<file path="config.mk">
export PLATFORM = sky130hd
export DESIGN_NAME = hex_grid_line_walker_unit
export DESIGN_NICKNAME = d
export VERILOG_FILES = /design/src/design/hglw_pkg.sv /design/src/design/hglw_div.sv /design/src/design/hglw_round.sv /design/src/design/hex_grid_line_walker_unit.sv
export SDC_FILE = /design/constraint.sdc
export NUM_CORES = 2
export LEC_CHECK = 0
export BUFFER_PORTS_ARGS = -buffer_cell sky130_fd_sc_hd__buf_4
export CAP_MARGIN = 20
export CELL_PAD_IN_SITES_DETAIL_PLACEMENT = 0
export CELL_PAD_IN_SITES_GLOBAL_PLACEMENT = 1
export CORE_MARGIN = 1.5
export CORE_UTILIZATION = 55
export CTS_CLUSTER_DIAMETER = 50
export CTS_CLUSTER_SIZE = 25
export DETAILED_ROUTE_END_ITERATION = 16
export PLACE_DENSITY = 0.94
export SKIP_LAST_GASP = 1
export SLEW_MARGIN = 10
export SYNTH_ARGS = -nofsm -noshare
export SYNTH_HDL_FRONTEND = slang
export SYNTH_HIERARCHICAL = 1
export SYNTH_SLANG_ARGS = --single-unit
</file>
<file path="constraint.sdc">
create_clock -name clk -period 17.1 [get_ports clk]
set_clock_uncertainty 0.05 [all_clocks]
set_input_delay 0 -clock clk [delete_from_list [all_inputs] [get_ports clk]]
set_output_delay 0 -clock clk [all_outputs]
set_load 0.05 [all_outputs]
</file>
<file path="src/design/hglw_pkg.sv">
// Shared constants, payload structs and divider handshake types for the hex line walker.
package hglw_pkg;

  localparam int COORD_BITS   = 16;
  localparam int FRAC_BITS    = 16;
  localparam int MAX_POINTS   = 64;
  localparam int CAP_BITS     = 7;
  localparam int N_BITS       = $clog2(MAX_POINTS);
  localparam int DELTA_BITS   = COORD_BITS + 2;
  localparam int MAG_BITS     = COORD_BITS + 1;
  localparam int DIV_BITS     = MAG_BITS + FRAC_BITS;
  localparam int DIV_CNT_BITS = $clog2(DIV_BITS);
  localparam int FIX_BITS     = COORD_BITS + FRAC_BITS;
  localparam int NUM_CRD      = 3;

  localparam logic [FIX_BITS-1:0] HALF    = FIX_BITS'(1) << (FRAC_BITS - 1);
  localparam logic [FIX_BITS-1:0] NUDGE_Q = FIX_BITS'(1);
  localparam logic [FIX_BITS-1:0] NUDGE_R = FIX_BITS'(1);
  localparam logic [FIX_BITS-1:0] NUDGE_S = FIX_BITS'(-2);

  typedef enum logic [1:0] {
    CRD_Q = 2'd0,
    CRD_R = 2'd1,
    CRD_S = 2'd2
  } crd_t;

  typedef struct packed {
    logic signed [COORD_BITS-1:0] start_q;
    logic signed [COORD_BITS-1:0] start_r;
    logic signed [COORD_BITS-1:0] end_q;
    logic signed [COORD_BITS-1:0] end_r;
  } seg_item_t;

  typedef struct packed {
    logic signed [COORD_BITS-1:0] cell_q;
    logic signed [COORD_BITS-1:0] cell_r;
    logic                         last_cell;
  } pt_item_t;

  typedef struct packed {
    logic                go;
    logic [MAG_BITS-1:0] mag;
    logic [N_BITS-1:0]   divisor;
  } div_req_t;

  typedef struct packed {
    logic                done;
    logic [FIX_BITS-1:0] quot;
    logic [N_BITS-1:0]   rmd;
  } div_rsp_t;

endpackage

</file>
<file path="src/design/hglw_div.sv">
// Shift-subtract divider: (mag * 2^FRAC_BITS) / divisor, one quotient bit per cycle.
module hglw_div (
  input  logic              clk,
  input  logic              rst,
  input  hglw_pkg::div_req_t req,
  output hglw_pkg::div_rsp_t rsp
);

  logic                               busy;
  logic                               done;
  logic [hglw_pkg::DIV_CNT_BITS-1:0]  cnt;
  logic [hglw_pkg::DIV_BITS-1:0]      num;
  logic [hglw_pkg::N_BITS-1:0]        divisor;
  logic [hglw_pkg::N_BITS-1:0]        rmd;
  logic [hglw_pkg::FIX_BITS-1:0]      quot;
  logic [hglw_pkg::N_BITS:0]          trial;
  logic [hglw_pkg::N_BITS:0]          diff;
  logic                               ge;

  // Bring down the next numerator bit and try the subtract.
  assign trial = {rmd, num[hglw_pkg::DIV_BITS-1]};
  assign diff  = trial - {1'b0, divisor};
  assign ge    = trial >= {1'b0, divisor};

  always_ff @(posedge clk) begin
    if (rst) begin
      busy <= 1'b0;
      done <= 1'b0;
    end else begin
      done <= 1'b0;
      if (req.go) begin
        busy <= 1'b1;
      end else if (busy && cnt == '0) begin
        busy <= 1'b0;
        done <= 1'b1;
      end
    end
  end

  always_ff @(posedge clk) begin
    if (req.go) begin
      num     <= {req.mag, {hglw_pkg::FRAC_BITS{1'b0}}};
      divisor <= req.divisor;
      rmd     <= '0;
      cnt     <= hglw_pkg::DIV_CNT_BITS'(hglw_pkg::DIV_BITS - 1);
    end else if (busy) begin
      num  <= num << 1;
      rmd  <= ge ? diff[hglw_pkg::N_BITS-1:0] : trial[hglw_pkg::N_BITS-1:0];
      quot <= {quot[hglw_pkg::FIX_BITS-2:0], ge};
      cnt  <= cnt - 1'b1;
    end
  end

  assign rsp.done = done;
  assign rsp.quot = quot;
  assign rsp.rmd  = rmd;

endmodule

</file>
<file path="src/design/hglw_round.sv">
// Cube rounding of one interpolated point: round half up, rebuild the worst coordinate.
module hglw_round (
  input  logic [hglw_pkg::NUM_CRD-1:0][hglw_pkg::FIX_BITS-1:0] fix,
  output logic [hglw_pkg::COORD_BITS-1:0]                       k_q,
  output logic [hglw_pkg::COORD_BITS-1:0]                       k_r
);

  logic [hglw_pkg::NUM_CRD-1:0][hglw_pkg::FIX_BITS-1:0]   biased;
  logic [hglw_pkg::NUM_CRD-1:0][hglw_pkg::COORD_BITS-1:0] k;
  logic [hglw_pkg::NUM_CRD-1:0][hglw_pkg::FRAC_BITS-1:0]  low;
  logic [hglw_pkg::NUM_CRD-1:0][hglw_pkg::FRAC_BITS-1:0]  err;

  // Only the low bits matter, so modular arithmetic is exact here.
  always_comb begin
    for (int c = 0; c < hglw_pkg::NUM_CRD; c++) begin
      biased[c] = fix[c] + hglw_pkg::HALF;
      k[c]      = biased[c][hglw_pkg::FIX_BITS-1:hglw_pkg::FRAC_BITS];
      low[c]    = biased[c][hglw_pkg::FRAC_BITS-1:0];
      err[c]    = low[c][hglw_pkg::FRAC_BITS-1] ?
                  low[c] - hglw_pkg::HALF[hglw_pkg::FRAC_BITS-1:0] :
                  hglw_pkg::HALF[hglw_pkg::FRAC_BITS-1:0] - low[c];
    end
  end

  always_comb begin
    k_q = k[hglw_pkg::CRD_Q];
    k_r = k[hglw_pkg::CRD_R];
    priority if (err[hglw_pkg::CRD_Q] > err[hglw_pkg::CRD_R] &&
                 err[hglw_pkg::CRD_Q] > err[hglw_pkg::CRD_S]) begin
      k_q = -k[hglw_pkg::CRD_R] - k[hglw_pkg::CRD_S];
    end else if (err[hglw_pkg::CRD_R] > err[hglw_pkg::CRD_S]) begin
      k_r = -k[hglw_pkg::CRD_Q] - k[hglw_pkg::CRD_S];
    end else begin
      k_q = k[hglw_pkg::CRD_Q];
    end
  end

endmodule

</file>
<file path="src/design/hex_grid_line_walker_unit.sv">
// Hex line walker top level: segment intake, shared divider sequencing, point stepping.
// Sequence: an accepted segment runs one 33-step shared divider pass per cube coordinate,
//   then steps its points; a zero-length run skips the divider.
// Each point: step, then round into the output register (held while pt_stall blocks it);
//   a new segment is taken only once the last of its N+1 points is in the output register.
// Reset (synchronous, rst high): FSM idle, output empty, max_points back to 64.
module hex_grid_line_walker_unit (
  input  logic                             clk,
  input  logic                             rst,
  input  logic                             seg_valid,
  output logic                             seg_stall,
  input  hglw_pkg::seg_item_t              seg,
  output logic                             pt_valid,
  input  logic                             pt_stall,
  output hglw_pkg::pt_item_t               pt,
  input  logic                             cfg_valid,
  output logic                             cfg_ready,
  input  logic [hglw_pkg::CAP_BITS-1:0]    cfg_data
);

  typedef enum logic [4:0] {
    S_IDLE  = 5'b00001,
    S_SETUP = 5'b00010,
    S_DIV   = 5'b00100,
    S_STEP  = 5'b01000,
    S_EMIT  = 5'b10000
  } state_t;

  localparam int NC = hglw_pkg::NUM_CRD;
  localparam int FB = hglw_pkg::FIX_BITS;
  localparam int NB = hglw_pkg::N_BITS;

  state_t                                     state;
  logic [hglw_pkg::CAP_BITS-1:0]              max_points;

  // Per-segment operands, one lane per cube coordinate.
  logic [NC-1:0][hglw_pkg::COORD_BITS-1:0]    origin;
  logic [NC-1:0]                              neg;
  logic [NC-1:0][hglw_pkg::MAG_BITS-1:0]      mag;
  logic [NB-1:0]                              n;
  logic [NB-1:0]                              idx;
  hglw_pkg::crd_t                             crd;
  logic                                       div_go;

  // Per-point increments from the divider and the running quotient/remainder.
  logic [NC-1:0][FB-1:0]                      quo;
  logic [NC-1:0][NB-1:0]                      rmd;
  logic [NC-1:0][FB-1:0]                      acc;
  logic [NC-1:0][NB-1:0]                      rem;
  logic [NC-1:0][FB-1:0]                      acc_next;
  logic [NC-1:0][NB-1:0]                      rem_next;
  logic [NC-1:0][FB-1:0]                      fix;
  logic [NC-1:0][FB-1:0]                      fix_next;
  logic [NC-1:0][FB-1:0]                      nudge;
  logic                                       last;

  hglw_pkg::div_req_t                         div_req;
  hglw_pkg::div_rsp_t                         div_rsp;

  logic signed [hglw_pkg::DELTA_BITS-1:0]     d_q;
  logic signed [hglw_pkg::DELTA_BITS-1:0]     d_r;
  logic signed [hglw_pkg::DELTA_BITS-1:0]     d_s;
  logic [hglw_pkg::DELTA_BITS-1:0]            dist_sum;
  logic [hglw_pkg::MAG_BITS-1:0]              hex_dist;
  logic [NB-1:0]                              cap_m1;
  logic [NB-1:0]                              n_next;
  logic                                       seg_take;
  logic                                       out_free;
  logic                                       out_load;
  logic [hglw_pkg::COORD_BITS-1:0]            k_q;
  logic [hglw_pkg::COORD_BITS-1:0]            k_r;

  // Config writes must land only while idle (the user's duty; the block does not enforce it); the port is always open.
  assign cfg_ready = 1'b1;

  // Take a new segment only from idle; a waiting point does not block intake.
  assign seg_stall = (state != S_IDLE);
  assign seg_take  = seg_valid && !seg_stall;

  // Coordinate deltas; ds follows from the cube constraint.
  assign d_q = hglw_pkg::DELTA_BITS'(seg.end_q) - hglw_pkg::DELTA_BITS'(seg.start_q);
  assign d_r = hglw_pkg::DELTA_BITS'(seg.end_r) - hglw_pkg::DELTA_BITS'(seg.start_r);
  assign d_s = -(d_q + d_r);

  // Hex distance, then clamp the run by the point capacity.
  assign dist_sum = hglw_pkg::DELTA_BITS'(mag[hglw_pkg::CRD_Q])
                  + hglw_pkg::DELTA_BITS'(mag[hglw_pkg::CRD_R])
                  + hglw_pkg::DELTA_BITS'(mag[hglw_pkg::CRD_S]);
  assign hex_dist = dist_sum[hglw_pkg::DELTA_BITS-1:1];

  always_comb begin
    priority if (max_points == '0) begin
      cap_m1 = '0;
    end else if (max_points > hglw_pkg::CAP_BITS'(hglw_pkg::MAX_POINTS)) begin
      cap_m1 = NB'(hglw_pkg::MAX_POINTS - 1);
    end else begin
      cap_m1 = NB'(max_points - 1'b1);
    end
  end

  assign n_next = (hex_dist < hglw_pkg::MAG_BITS'(cap_m1)) ? NB'(hex_dist) : cap_m1;

  // Shared divider: one coordinate at a time.
  always_comb begin
    div_req.go      = div_go;
    div_req.divisor = n;
    unique case (crd)
      hglw_pkg::CRD_Q: div_req.mag = mag[hglw_pkg::CRD_Q];
      hglw_pkg::CRD_R: div_req.mag = mag[hglw_pkg::CRD_R];
      hglw_pkg::CRD_S: div_req.mag = mag[hglw_pkg::CRD_S];
      default:         div_req.mag = mag[hglw_pkg::CRD_Q];
    endcase
  end

  hglw_div u_div (
    .clk (clk),
    .rst (rst),
    .req (div_req),
    .rsp (div_rsp)
  );

  assign nudge[hglw_pkg::CRD_Q] = hglw_pkg::NUDGE_Q;
  assign nudge[hglw_pkg::CRD_R] = hglw_pkg::NUDGE_R;
  assign nudge[hglw_pkg::CRD_S] = hglw_pkg::NUDGE_S;

  // Advance floor(|d|*i*2^F/N) by one step: add quotient, fold the remainder once.
  // Form the fixed-point point as origin + sign(d)*acc + nudge.
  always_comb begin
    for (int c = 0; c < NC; c++) begin
      logic [NB:0] rsum;
      logic        wrap;
      rsum        = {1'b0, rem[c]} + {1'b0, rmd[c]};
      wrap        = rsum >= {1'b0, n};
      rem_next[c] = wrap ? NB'(rsum - {1'b0, n}) : rsum[NB-1:0];
      acc_next[c] = acc[c] + quo[c] + FB'(wrap);
      fix_next[c] = {origin[c], {hglw_pkg::FRAC_BITS{1'b0}}}
                  + (neg[c] ? -acc[c] : acc[c]) + nudge[c];
    end
  end

  hglw_round u_round (
    .fix (fix),
    .k_q (k_q),
    .k_r (k_r)
  );

  assign out_free = !pt_valid || !pt_stall;
  assign out_load = (state == S_EMIT) && out_free;

  // Control: sequencer, config register, divider kick, output valid.
  always_ff @(posedge clk) begin
    if (rst) begin
      state      <= S_IDLE;
      max_points <= hglw_pkg::CAP_BITS'(hglw_pkg::MAX_POINTS);
      div_go     <= 1'b0;
      pt_valid   <= 1'b0;
    end else begin
      div_go <= 1'b0;
      if (cfg_valid && cfg_ready) begin
        max_points <= cfg_data;
      end
      if (out_load) begin
        pt_valid <= 1'b1;
      end else if (!pt_stall) begin
        pt_valid <= 1'b0;
      end
      unique case (state)
        S_IDLE: begin
          if (seg_take) begin
            state <= S_SETUP;
          end
        end
        S_SETUP: begin
          if (n_next == '0) begin
            state <= S_STEP;
          end else begin
            div_go <= 1'b1;
            state  <= S_DIV;
          end
        end
        S_DIV: begin
          if (div_rsp.done) begin
            if (crd == hglw_pkg::CRD_S) begin
              state <= S_STEP;
            end else begin
              div_go <= 1'b1;
            end
          end
        end
        S_STEP: begin
          state <= S_EMIT;
        end
        S_EMIT: begin
          if (out_free) begin
            state <= last ? S_IDLE : S_STEP;
          end
        end
        default: begin
          state <= S_IDLE;
        end
      endcase
    end
  end

  // Datapath registers.
  always_ff @(posedge clk) begin
    if (seg_take) begin
      origin[hglw_pkg::CRD_Q] <= seg.start_q;
      origin[hglw_pkg::CRD_R] <= seg.start_r;
      origin[hglw_pkg::CRD_S] <= -seg.start_q - seg.start_r;
      neg[hglw_pkg::CRD_Q]    <= d_q[hglw_pkg::DELTA_BITS-1];
      neg[hglw_pkg::CRD_R]    <= d_r[hglw_pkg::DELTA_BITS-1];
      neg[hglw_pkg::CRD_S]    <= d_s[hglw_pkg::DELTA_BITS-1];
      mag[hglw_pkg::CRD_Q]    <= hglw_pkg::MAG_BITS'(d_q[hglw_pkg::DELTA_BITS-1] ? -d_q : d_q);
      mag[hglw_pkg::CRD_R]    <= hglw_pkg::MAG_BITS'(d_r[hglw_pkg::DELTA_BITS-1] ? -d_r : d_r);
      mag[hglw_pkg::CRD_S]    <= hglw_pkg::MAG_BITS'(d_s[hglw_pkg::DELTA_BITS-1] ? -d_s : d_s);
    end
    if (state == S_SETUP) begin
      n   <= n_next;
      idx <= '0;
      crd <= hglw_pkg::CRD_Q;
      acc <= '0;
      rem <= '0;
    end
    if (state == S_DIV && div_rsp.done) begin
      quo[crd] <= div_rsp.quot;
      rmd[crd] <= div_rsp.rmd;
      if (crd != hglw_pkg::CRD_S) begin
        crd <= hglw_pkg::crd_t'(crd + 1'b1);
      end
    end
    if (state == S_STEP) begin
      fix  <= fix_next;
      last <= (idx == n);
      acc  <= acc_next;
      rem  <= rem_next;
    end
    if (out_load) begin
      pt.cell_q    <= k_q;
      pt.cell_r    <= k_r;
      pt.last_cell <= last;
      idx          <= idx + 1'b1;
    end
  end

`ifndef SYNTHESIS
  // The point index never runs past the run length.
  a_idx_in_run: assert property (@(posedge clk) disable iff (rst)
    (state == S_STEP) |-> (idx <= n))
    else $error("point index beyond run length");

  // Remainders stay reduced below N while stepping.
  a_rem_reduced: assert property (@(posedge clk) disable iff (rst)
    (state == S_STEP && n != '0) |->
      (rem[hglw_pkg::CRD_Q] < n && rem[hglw_pkg::CRD_R] < n && rem[hglw_pkg::CRD_S] < n))
    else $error("step remainder not reduced");

  // Divider results only show up while the sequencer waits for them.
  a_div_done_in_div: assert property (@(posedge clk) disable iff (rst)
    div_rsp.done |-> (state == S_DIV))
    else $error("divider finished outside divide phase");

  // Loading the final point returns the block to idle.
  a_last_to_idle: assert property (@(posedge clk) disable iff (rst)
    (out_load && last) |=> (state == S_IDLE && pt_valid && pt.last_cell))
    else $error("final point did not close the run");
`endif

endmodule

</file>
==> metrics.txt <==
gr ovfl total 0; Num CTS Buffers 68; Setup TNS 0 ps; register area share after synthesis 39.76%; Critical Path AT 7210 ps; Req. time, crit path 17390 ps; port buffer count 110; wire per inst 20.15 um; antenna-violating nets left 0; Vias/cell 5.986; power per cell area 114.6 nW/um2; Yosys reg bits 557; relative slew slack 28.21%; pin count of the biggest net entering global routing 86; initial antenna violation count 0; startpoint types flip-flop; largest family of logic cells by synthesized area compound AO/OA/AOI/OAI gates; setup violators final 0; ys async rst share 0%; top_reg_cell synth edfxtp_1; commonest non-fill, non-tap cell in the layout edfxtp_1; Die H 277.1 um; CTS tree built; H-tree Lvls 3; Antenna Cells 0; Crit. End Element flip-flop; Synth Area in Compound Gates 15.67%; fin crit period 6919 ps; clock sinks 557; # DRC 0; Yosys cell types 115; Placed Cells 5013; CP max FO 8; syn avg cell area 10.35 um2; fin. max-slew vios 0; I/O Pins 112; status finished clean; Vias 31120; area growth from synthesis to layout 11.99%; max capacitance violation total 0; Mapped Cells 3992; DP HPWL 79940 um; Simple-Gate Fraction of Synth Area 13.25%; Synth Area in Adders 15.46%; Die Width 277.1 um; most frequent cells in the layout edfxtp_1, ha_1, xnor2_1; fin crit share 40.46%; Die Footprint 76770 um2; Pleak 18.60 nW; first-pass GRT wire length 164300 um; nets 4736; latest clock arrival within the worst-skew pair 640 ps; site row count 100; Final Wtd Congestion 0.9561; EDFF count, synth 527; HP Class in -> reg; RSZ-0062 raised after global routing no; core area 74450 um2; Setup Crit Path Kind reg -> reg; DRT Wirelength 104700 um; synthesized area 41310 um2; fmax 0.1445 GHz; initial core utilization 55.49%; GRT Resource Usage Total 27.02%; CTS Root Cell clkbuf_16; post_cts resized 0; net count after synthesis 4553; Reg clk slew, reported paths 90 ps; worst vdd ir 0.08008 mV; Starting DRT DRC Count 2671; final count of hold timing violations 0; layout cells sized above 1 8.652%; DRT Pass-1 Iters 5; clk buf depth 3; worst-margin pin slew 1077 ps; vias in the first global route 30020; Finished Layout Cells 5199; YS warnings 6; multiplexer share of the synthesized area 1.738%; Synth Area in XOR/XNOR 10.65%
## synthesized netlist by cell type (all sizes together), types with 26 or more instances
master,n,area [um2]
a211oi,31,250.2
a21o,134,1008
a21oi,258,1295
a31oi,43,290.3
and2,28,175.2
and3,56,350.3
clkbuf,64,270.3
dfxtp,30,600.6
edfxtp,527,15830
fa,37,740.7
ha,448,5605
inv,280,1051
mux2,26,307.8
mux2i,41,410.4
nand2,202,760.7
nand2b,53,331.6
nand3,85,425.4
nand4,37,231.5
nor2,305,1145
nor2b,46,287.8
nor3,80,410.4
nor4,28,290.3
o21a,45,337.8
o21ai,163,823.3
o21bai,39,300.3
o31ai,51,387.9
or3,29,191.4
or4,27,214.0
xnor2,317,2791
xor2,180,1584
## critical path, cell delays in order, from the launching register on
cell      delay [ps]
edfxtp_1         380
ha_1             230
fa_1             500
ha_1             350
a21o_1           190
a21o_1           190
a21o_1           180
a21o_1           200
a31o_2           210
a21oi_1          530
inv_1            190
fa_1             500
fa_1             440
a21oi_1          210
o21ai_0          170
a211o_1          360
and3_1           210
o31ai_1          520
a211oi_1         250
o31ai_1          350
a31oi_1          150
xnor2_1          160
nor2_1            60
## routing by layer
| metal | GRT usage [%] | routed length [um] | part of all wire, % |
|---|---|---|---|
| met4 | 11.09 | 4255 | 4.1 |
| met2 | 43.54 | 47780 | 46 |
| met1 | 36.70 | 45940 | 44 |
| met5 | 0 | 0 | 0 |
| met3 | 3.754 | 6756 | 6.5 |
## kinds of logic after synthesis
kind of cell / Yosys count
other cells: 1
simple gates: 1059
fa+ha+maj: 489
mux: 67
buf+inv: 358
xor+xnor: 498
compound gates: 963
flops: 557
## cell type report
| class | count | area, um2 |
|---|---|---|
| Fill cell | 5887 | 28180 |
| Multi-Input combinational cell | 3077 | 23480 |
| Sequential cell | 557 | 16430 |
| Clock buffer | 73 | 1763 |
| Timing Repair Buffer | 190 | 1593 |
| Tap cell | 969 | 1212 |
| Inverter | 281 | 1057 |
| Clock inverter | 52 | 740.7 |
## metrics by stage
stage | util (%) | setup slack [ps] | area (um2) | hold WS, ps | power [mW]
2_1_floorplan | - | 10950 | 41310 | 22.38 | 3.239
3_3_place_gp | 57.94 | 10480 | 43130 | 140.1 | 3.669
5_1_grt | 62.15 | 9802 | 46270 | 45.89 | 5.602
3_5_place_dp | 57.94 | 10390 | 43140 | 140.1 | 3.704
6_report | 62.15 | 10180 | 46270 | 55.19 | 5.302
4_1_cts | 62.11 | 10250 | 46240 | 22.97 | 5.299
## flip-flops by register name, summed over array words and instances (netlist names), 2 cells and up
signal         flops
u_div/divisor      6
u_div/cnt          6
n                  6
quo               96
rmd               18
crd                2
pt                33
max_points         7
fix               96
state              5
u_div/num         17
idx                6
u_div/quot        32
acc               96
u_div/rmd          6
mag               51
origin            48
neg                3
rem               18
## repair_timing
| item | 4_1_cts | 5_1_grt |
|---|---|---|
| endpoints found under the setup margin | 0 | 0 |
| hold buffers | 60 | 0 |
| endpoints found under the hold margin | 58 | 0 |
| buffers inserted | 0 | 0 |
## final timing paths
check                        start               endpoint  slack (ps)  cells after the start
setup / recovery  rmd[6]$_DFFE_PP_  acc[62]$_SDFFCE_PN0P_       10180                     22
hold / removal             seg[55]    origin[7]$_DFFE_PP_          60                      2
setup reg to reg  rmd[6]$_DFFE_PP_  acc[62]$_SDFFCE_PN0P_       10180                     22
hold reg to reg     crd[0]$_DFF_P_         crd[0]$_DFF_P_         440                      2
## power breakdown
| group | internal, mW | leakage [nW] | switching (mW) |
|---|---|---|---|
| clock | 0.893 | 1.21 | 0.685 |
| sequential | 1.65 | 5.06 | 0.0820 |
| combinational | 0.841 | 12.3 | 1.15 |
| total | 3.39 | 18.6 | 1.92 |
(Power assumes the default switching activity.)
